### config.mk
export PLATFORM = sky130hd
export DESIGN_NAME = ramp_jump_detector_unit
export DESIGN_NICKNAME = d
export VERILOG_FILES = /design/src/rtl/rjd_pkg.sv /design/src/rtl/ramp_jump_detector_unit.sv
export SDC_FILE = /design/constraint.sdc
export NUM_CORES = 1
export LEC_CHECK = 0
export BUFFER_PORTS_ARGS = -buffer_cell sky130_fd_sc_hd__buf_2
export CAP_MARGIN = 5
export CORE_MARGIN = 8
export CORE_UTILIZATION = 40
export CTS_CLUSTER_SIZE = 20
export DETAILED_ROUTE_END_ITERATION = 12
export SLEW_MARGIN = 20
export SYNTH_ARGS = -nofsm -noshare
export SYNTH_HDL_FRONTEND = slang
export SYNTH_SLANG_ARGS = --single-unit
### constraint.sdc
create_clock -name clk -period 8.43 [get_ports clk]
set_input_delay 2.529 -clock clk [delete_from_list [all_inputs] [get_ports clk]]
set_output_delay 2.529 -clock clk [all_outputs]
set_load 0.05 [all_outputs]
### src/rtl/rjd_pkg.sv
// ----------------------------------------------------------------------------
// rjd_pkg - ramp jump detector shared definitions
// Result status codes, cause flag positions and register reset values.
// ----------------------------------------------------------------------------
`default_nettype none

package rjd_pkg;

	typedef enum logic [1:0] {
		STATUS_NONE      = 2'd0,
		STATUS_BANG      = 2'd1,
		STATUS_SWALLOWED = 2'd2
	} status_t;

	// cause flag bit positions
	localparam int CAUSE_BACK    = 0;
	localparam int CAUSE_JUMP    = 1;
	localparam int CAUSE_RESTART = 2;
	localparam int CAUSE_COUNT   = 3;

	localparam int THRESH_WIDTH = 32;

	// register indexes
	localparam logic REG_THRESHOLD = 1'b0;
	localparam logic REG_WINDOW    = 1'b1;

	localparam logic [31:0] THRESHOLD_RESET  = 32'd256;
	localparam int          ECHO_TICKS_RESET = 99;

endpackage

`default_nettype wire

### src/rtl/ramp_jump_detector_unit.sv
// ----------------------------------------------------------------------------
// ramp_jump_detector_unit - discontinuity detector for a time-ramp stream
// Flags backward steps, delta jumps and restarts per vector, with an echo
// suppression window counted in tick transactions.
// ----------------------------------------------------------------------------
// Usage:
//   Item channel (item_valid / item_stall): func = 0 carries a ramp sample,
//   func = 1 is a one millisecond tick. vector_last marks the end of a vector.
//   Result channel (result_valid / result_stall): one transaction per sample
//   with vector_last set, giving status and the causes seen in that vector.
//   Ticks and other samples produce no result.
//   APB port: register 0 at address 0 is the delta-change threshold,
//   register 1 at address 4 is echo_window_ticks. Write only while the
//   block is idle.
// Timing:
//   One item per cycle while item_stall is low. A vector-ending sample's
//   result is registered in the output register, or in the skid register
//   while a result is held: one subtract/compare stage computes state and result.
// Stall:
//   A two-entry output (output register plus skid register) lets one more
//   result in while a result is held; item_stall rises only while the skid
//   register is occupied, and results keep their order.
// Reset:
//   arst_n clears all tracking state, closes the echo window and restores
//   the delta-change threshold to 256 and echo_window_ticks to 99.
// ----------------------------------------------------------------------------
`default_nettype none

module ramp_jump_detector_unit #(
	parameter int SAMPLE_WIDTH = 32,
	parameter int WINDOW_WIDTH = 16
) (
	input  wire logic                           clk,
	input  wire logic                           arst_n,
	// item channel
	input  wire logic                           item_valid,
	output logic                                item_stall,
	input  wire logic                           func,
	input  wire logic signed [SAMPLE_WIDTH-1:0] sample_value,
	input  wire logic                           vector_last,
	// result channel
	output logic                                result_valid,
	input  wire logic                           result_stall,
	output rjd_pkg::status_t                    status,
	output logic                                went_backward,
	output logic                                jumped,
	output logic                                restarted,
	// configuration
	input  wire logic                           psel,
	input  wire logic                           penable,
	input  wire logic                           pwrite,
	input  wire logic [2:0]                     paddr,
	input  wire logic [31:0]                    pwdata,
	output logic [31:0]                         prdata,
	output logic                                pready
);
	import rjd_pkg::*;

	localparam int DW = SAMPLE_WIDTH + 1;   // sample difference
	localparam int EW = SAMPLE_WIDTH + 2;   // difference of deltas
	localparam int CW = (EW > THRESH_WIDTH) ? EW : THRESH_WIDTH;

	typedef struct packed {
		status_t                stat;
		logic [CAUSE_COUNT-1:0] causes;
	} result_t;

	// configuration registers
	logic [THRESH_WIDTH-1:0] threshold_q;
	logic [WINDOW_WIDTH-1:0] window_q;

	// tracking state
	logic signed [SAMPLE_WIDTH-1:0] prev_value_q, prev_value_n;
	logic signed [DW-1:0]           prev_delta_q, prev_delta_n;
	logic                           seeded_q, seeded_n;
	logic                           armed_q, armed_n;
	logic                           changed_q, changed_n;
	logic [CAUSE_COUNT-1:0]         causes_q, causes_n;
	logic                           echo_open_q, echo_open_n;
	logic [WINDOW_WIDTH-1:0]        echo_cnt_q, echo_cnt_n;

	// output register and skid
	logic    out_valid_q, skid_valid_q;
	result_t out_q, skid_q;
	logic    res_valid;
	result_t res;

	logic                 item_take, cfg_write, out_drain;
	logic signed [DW-1:0] delta;
	logic signed [EW-1:0] delta_diff;
	logic [EW-1:0]        mag;
	logic [CW-1:0]        mag_ext, thr_ext;

	assign pready    = 1'b1;
	assign cfg_write = psel && penable && pwrite && pready;
	assign item_take = item_valid && !item_stall;
	assign item_stall = skid_valid_q;

	always_comb begin
		case (paddr[2])
			REG_THRESHOLD: prdata = threshold_q;
			REG_WINDOW:    prdata = 32'(window_q);
			default:       prdata = '0;
		endcase
	end

	always_ff @(posedge clk or negedge arst_n) begin
		if (!arst_n) begin
			threshold_q <= THRESHOLD_RESET;
			window_q    <= WINDOW_WIDTH'(ECHO_TICKS_RESET);
		end else if (cfg_write) begin
			case (paddr[2])
				REG_THRESHOLD: threshold_q <= pwdata;
				REG_WINDOW:    window_q    <= pwdata[WINDOW_WIDTH-1:0];
				default:       ;
			endcase
		end
	end

	// sample arithmetic, exact in widened signed values
	assign delta      = DW'(sample_value) - DW'(prev_value_q);
	assign delta_diff = EW'(delta) - EW'(prev_delta_q);
	assign mag        = delta_diff[EW-1] ? EW'(-delta_diff) : EW'(delta_diff);
	assign mag_ext    = CW'(mag);
	assign thr_ext    = CW'(threshold_q);

	always_comb begin
		prev_value_n = prev_value_q;
		prev_delta_n = prev_delta_q;
		seeded_n     = seeded_q;
		armed_n      = armed_q;
		changed_n    = changed_q;
		causes_n     = causes_q;
		echo_open_n  = echo_open_q;
		echo_cnt_n   = echo_cnt_q;
		res_valid    = 1'b0;
		res.stat     = STATUS_NONE;
		res.causes   = '0;
		if (item_take) begin
			if (func) begin
				// tick: run down the echo window
				if (echo_open_q) begin
					echo_cnt_n = echo_cnt_q - WINDOW_WIDTH'(1);
					if (echo_cnt_n == '0) echo_open_n = 1'b0;
				end
			end else begin
				if (!seeded_q) begin
					prev_value_n = sample_value;
					seeded_n     = 1'b1;
					changed_n    = 1'b1;
				end else begin
					if (sample_value != prev_value_q) begin
						if (delta[DW-1]) causes_n[CAUSE_BACK] = 1'b1;
						if (prev_delta_q != '0 && mag_ext > thr_ext)
							causes_n[CAUSE_JUMP] = 1'b1;
						if (armed_q) causes_n[CAUSE_RESTART] = 1'b1;
						armed_n      = 1'b0;
						prev_delta_n = delta;
						changed_n    = 1'b1;
					end
					prev_value_n = sample_value;
				end
				if (vector_last) begin
					// stationary vector arms the restart check
					if (seeded_n && !changed_n) begin
						armed_n      = 1'b1;
						prev_delta_n = '0;
					end
					res_valid  = 1'b1;
					res.causes = causes_n;
					if (causes_n != '0) begin
						if (echo_open_q) begin
							echo_open_n = 1'b0;
							echo_cnt_n  = '0;
							res.stat    = STATUS_SWALLOWED;
						end else begin
							res.stat    = STATUS_BANG;
							echo_cnt_n  = window_q;
							echo_open_n = (window_q != '0);
						end
					end
					causes_n  = '0;
					changed_n = 1'b0;
				end
			end
		end
	end

	always_ff @(posedge clk or negedge arst_n) begin
		if (!arst_n) begin
			prev_value_q <= '0;
			prev_delta_q <= '0;
			seeded_q     <= 1'b0;
			armed_q      <= 1'b0;
			changed_q    <= 1'b0;
			causes_q     <= '0;
			echo_open_q  <= 1'b0;
			echo_cnt_q   <= '0;
		end else begin
			prev_value_q <= prev_value_n;
			prev_delta_q <= prev_delta_n;
			seeded_q     <= seeded_n;
			armed_q      <= armed_n;
			changed_q    <= changed_n;
			causes_q     <= causes_n;
			echo_open_q  <= echo_open_n;
			echo_cnt_q   <= echo_cnt_n;
		end
	end

	// output register with skid; item_stall holds new results off while skid is full
	assign out_drain = out_valid_q && !result_stall;

	always_ff @(posedge clk or negedge arst_n) begin
		if (!arst_n) begin
			out_valid_q  <= 1'b0;
			skid_valid_q <= 1'b0;
		end else if (!out_valid_q || out_drain) begin
			out_valid_q  <= skid_valid_q || res_valid;
			skid_valid_q <= 1'b0;
		end else if (res_valid) begin
			skid_valid_q <= 1'b1;
		end
	end

	always_ff @(posedge clk) begin
		if (!out_valid_q || out_drain) begin
			out_q <= skid_valid_q ? skid_q : res;
		end else if (res_valid) begin
			skid_q <= res;
		end
	end

	assign result_valid  = out_valid_q;
	assign status        = out_q.stat;
	assign went_backward = out_q.causes[CAUSE_BACK];
	assign jumped        = out_q.causes[CAUSE_JUMP];
	assign restarted     = out_q.causes[CAUSE_RESTART];

endmodule

`default_nettype wire

==> results.json <==
{
  "outcome": "finished with violations",
  "violations_in_the_final_reports": "negative setup slack",
  "netlist_area_um2": 12100,
  "design.final.nets": 2011,
  "min_from": "armed_q",
  "cts_tree": "yes",
  "post-route-drc-count": 0,
  "synth.yosys.warnings": 0,
  "layout_worst_path_cycle_share": 1.08,
  "initial_utilization": 0.401,
  "synth_top_cells_by_area": "dfrtp_1 (27%), ha_1 (10%), mux2_2 (4.8%)",
  "dominant_synthesized_flop_cell": "dfrtp_1",
  "coreArea_um2": 30300,
  "diodes": 0,
  "share_of_the_synthesized_area_in_the_top_cell_type": 0.274,
  "route.vias.total": 11879,
  "synth.avg_cell_area_um2": 8.54,
  "synthArstFlopShare": 0.932,
  "number_of_clock_buffers_inserted_by_tritoncts": 17,
  "clkLatencyLatePin_ps": 450,
  "rsz0062_at_grt": "true",
  "area_growth_pct": 39.1,
  "layout_setup_ws_ps": -688,
  "design_power_total_mw": 7.52,
  "worst_path_max_delay_cell": "fa_2",
  "layout.area.seq_um2": 3760,
  "yosysTopAreaCell": "dfrtp_1",
  "cts_root_buf": "clkbuf_16",
  "power_per_cell_area_nw_per_um2": 445,
  "vdd_ir_drop_max_uv": 237,
  "detail_route.first_pass.iterations": 5,
  "worst-r2r-setup-slack_ps": 990,
  "reg2reg_from": "prev_value_q[1]",
  "crit_fanout": 4,
  "period_needed_ps": 9120,
  "placementRows": 64,
  "setup_viol": 24,
  "chip_width_um": 190,
  "die_area_um2": 36200,
  "cp_common_cell": "a21oi_2",
  "die_height_um": 190,
  "cp.arrival_ps": 9440,
  "timing.critical_path.required_ps": 8750,
  "critPathLaunchType": "input port",
  "post_drt_wl_per_cell_um": 16.5,
  "final.setup_skew_ps": 10.2,
  "wire_length_of_the_first_global_routing_pass_mm": 59.3,
  "top_cells_by_instance_count_after_synthesis": "nand2_1 (136), dfrtp_1 (133), inv_1 (126)",
  "maxClockFrequency_mhz": 110,
  "synth_edf_count": 10,
  "num-fill-cells": 2795,
  "gpl.final_weighted_congestion": 0.893,
  "cts-hold-fix-buffers": 0,
  "routed_via_density": 5.30,
  "drive_above_1_share": 0.374,
  "timing.setup.critical_path_class": "in2reg",
  "regToRegEndpoint": "echo_cnt_q[14]",
  "cts_htree_levels": 4,
  "clk_pin_slew_worst_paths_ps": 60,
  "ctsLongestPathBuffers": 2,
  "multiInputGateArea_um2": 8460,
  "port-buffer-count": 112,
  "hold_class": "reg2reg",
  "hold_ws_ps": 504,
  "synthMostInstantiatedCell": "nand2_1",
  "maxSlewViolCount": 0,
  "relSlewSlack": 0.365,
  "worst_hold_path.endpoint": "armed_q",
  "synthDistinctLibCells": 102,
  "endpoint_kind": "flop",
  "hold_viol": 0,
  "number_of_global_route_vias_before_repair": 11714,
  "grt_antenna_before_repair": 0,
  "worst_path_largest_cell_delay_ps": 390,
  "place_ws_ps": -1380,
  "hold_depth": 1,
  "io-pin-count": 116,
  "timing_worst_slew_pin_value_ps": 949,
  "total_leakage_power_nw": 7.90,
  "gr_util_all_layers": 0.202,
  "global_route.overflow_total": 0,
  "postLayoutCoreUtil": 0.558,
  "wirelength_mm": 37.1,
  "clock_sink_count": 148,
  "ant_nets": 0,
  "worst-r2r-cell-count": 34,
  "detailed_place_hpwl_mm": 28.7,
  "tns_setup_ps": -14220,
  "number_of_nets_produced_by_synthesis": 1601,
  "grt_max_degree": 77,
  "synth.yosys.seq_area_share": 0.310,
  "max-cap-violations": 0,
  "ffs_latches_synth": 148,
  "synth_cells": 1423,
  "dr.first_iter.drc_count": 550
}
[area by class of cell]
type,instances,area share
Tap cell,396,0.0293
Clock inverter,9,0.00489
Timing Repair Buffer,439,0.187
Clock buffer,23,0.0271
Multi-Input combinational cell,1100,0.500
Sequential cell,148,0.223
Inverter,127,0.0290
[metal layers]
metal  wire length [µm]  global-route usage  share of wire
met5                  0                   0              0
met2              17300               0.335           0.47
met4                884              0.0674          0.024
met1              17300               0.263           0.47
met3               1560              0.0351          0.042
[kinds of logic after synthesis]
group | after synthesis | synth area share
DFF | 148 | 0.310
other | 1 | 0.000309
xor gates and xnor gates | 79 | 0.0576
AOI/OAI and AO/OA | 413 | 0.230
muxes | 61 | 0.0556
buffers and inverters | 175 | 0.0590
adders and majority gates | 102 | 0.106
and+or+nand+nor | 444 | 0.182
[worst max-delay path: cells and delay by family]
family                     cells  cell delay (ps)
AOI/OAI and AO/OA             19             3700
and+or+nand+nor                5             1230
xor gates and xnor gates       2              320
buffers and inverters          4              400
adders and majority gates      4             1250
[where the power goes]
part	internal [mW]	leakage (nW)	total (mW)	switching, mW
sequential	0.884	1.78	1.04	0.159
clock	0.412	0.261	0.720	0.309
combinational	2.90	5.86	5.75	2.85
[sequential cells by signal, indices dropped and copies added (netlist names), 2 cells and up]
signal,count
prev_delta_q,33
threshold_q,32
causes_q,3
skid_q,5
prev_value_q,32
status,2
window_q,16
echo_cnt_q,16
[stage by stage]
| stage | cells | instance area [µm²] |
|---|---|---|
| global placement | 2177 | 15400 |
| floorplan | 1423 | 12300 |
| global route | 2242 | 16900 |
| detailed placement | 2177 | 15400 |
| CTS | 2227 | 16200 |
| finish | 2242 | 16900 |
[worst max-delay path by stage]
| stage | slack [ps] | start | cells past startpoint | end |
|---|---|---|---|---|
| 2_1_floorplan | -570 | sample_value[0] | 39 | echo_cnt_q[1] |
| 3_3_place_gp | -1260 | sample_value[0] | 38 | status[1] |
| 3_5_place_dp | -1380 | sample_value[0] | 37 | echo_open_q |
| 4_1_cts | -490 | sample_value[0] | 40 | echo_cnt_q[12] |
| 5_1_grt | -1000 | sample_value[0] | 37 | echo_open_q |
| 6_report | -690 | sample_value[0] | 34 | echo_cnt_q[14] |
[layout by cell type, fill, tap and decap left out, drive strengths merged, types with 8 or more instances in the layout]
cell type / count
a211oi: 24
a21o: 42
a21oi: 90
a22o: 23
a31oi: 15
and2: 9
and3: 12
buf: 439
clkbuf: 23
dfrtp: 133
edfxtp: 10
ha: 100
inv: 126
mux2: 52
mux2i: 9
nand2: 136
nand2b: 15
nand3: 32
nand4: 22
nor2: 104
nor2b: 17
nor3: 33
nor4: 21
o211ai: 8
o21a: 16
o21ai: 121
o31ai: 11
or2: 8
xnor2: 52
xor2: 27
[timing repair]
action                     4_1_cts  5_1_grt
gates cloned                     1        0
setup endpoints to repair       24       24
setup buffers                   18       18
pin swaps                       57      110
gates resized for setup         39      117
(Power assumes the default switching activity.)
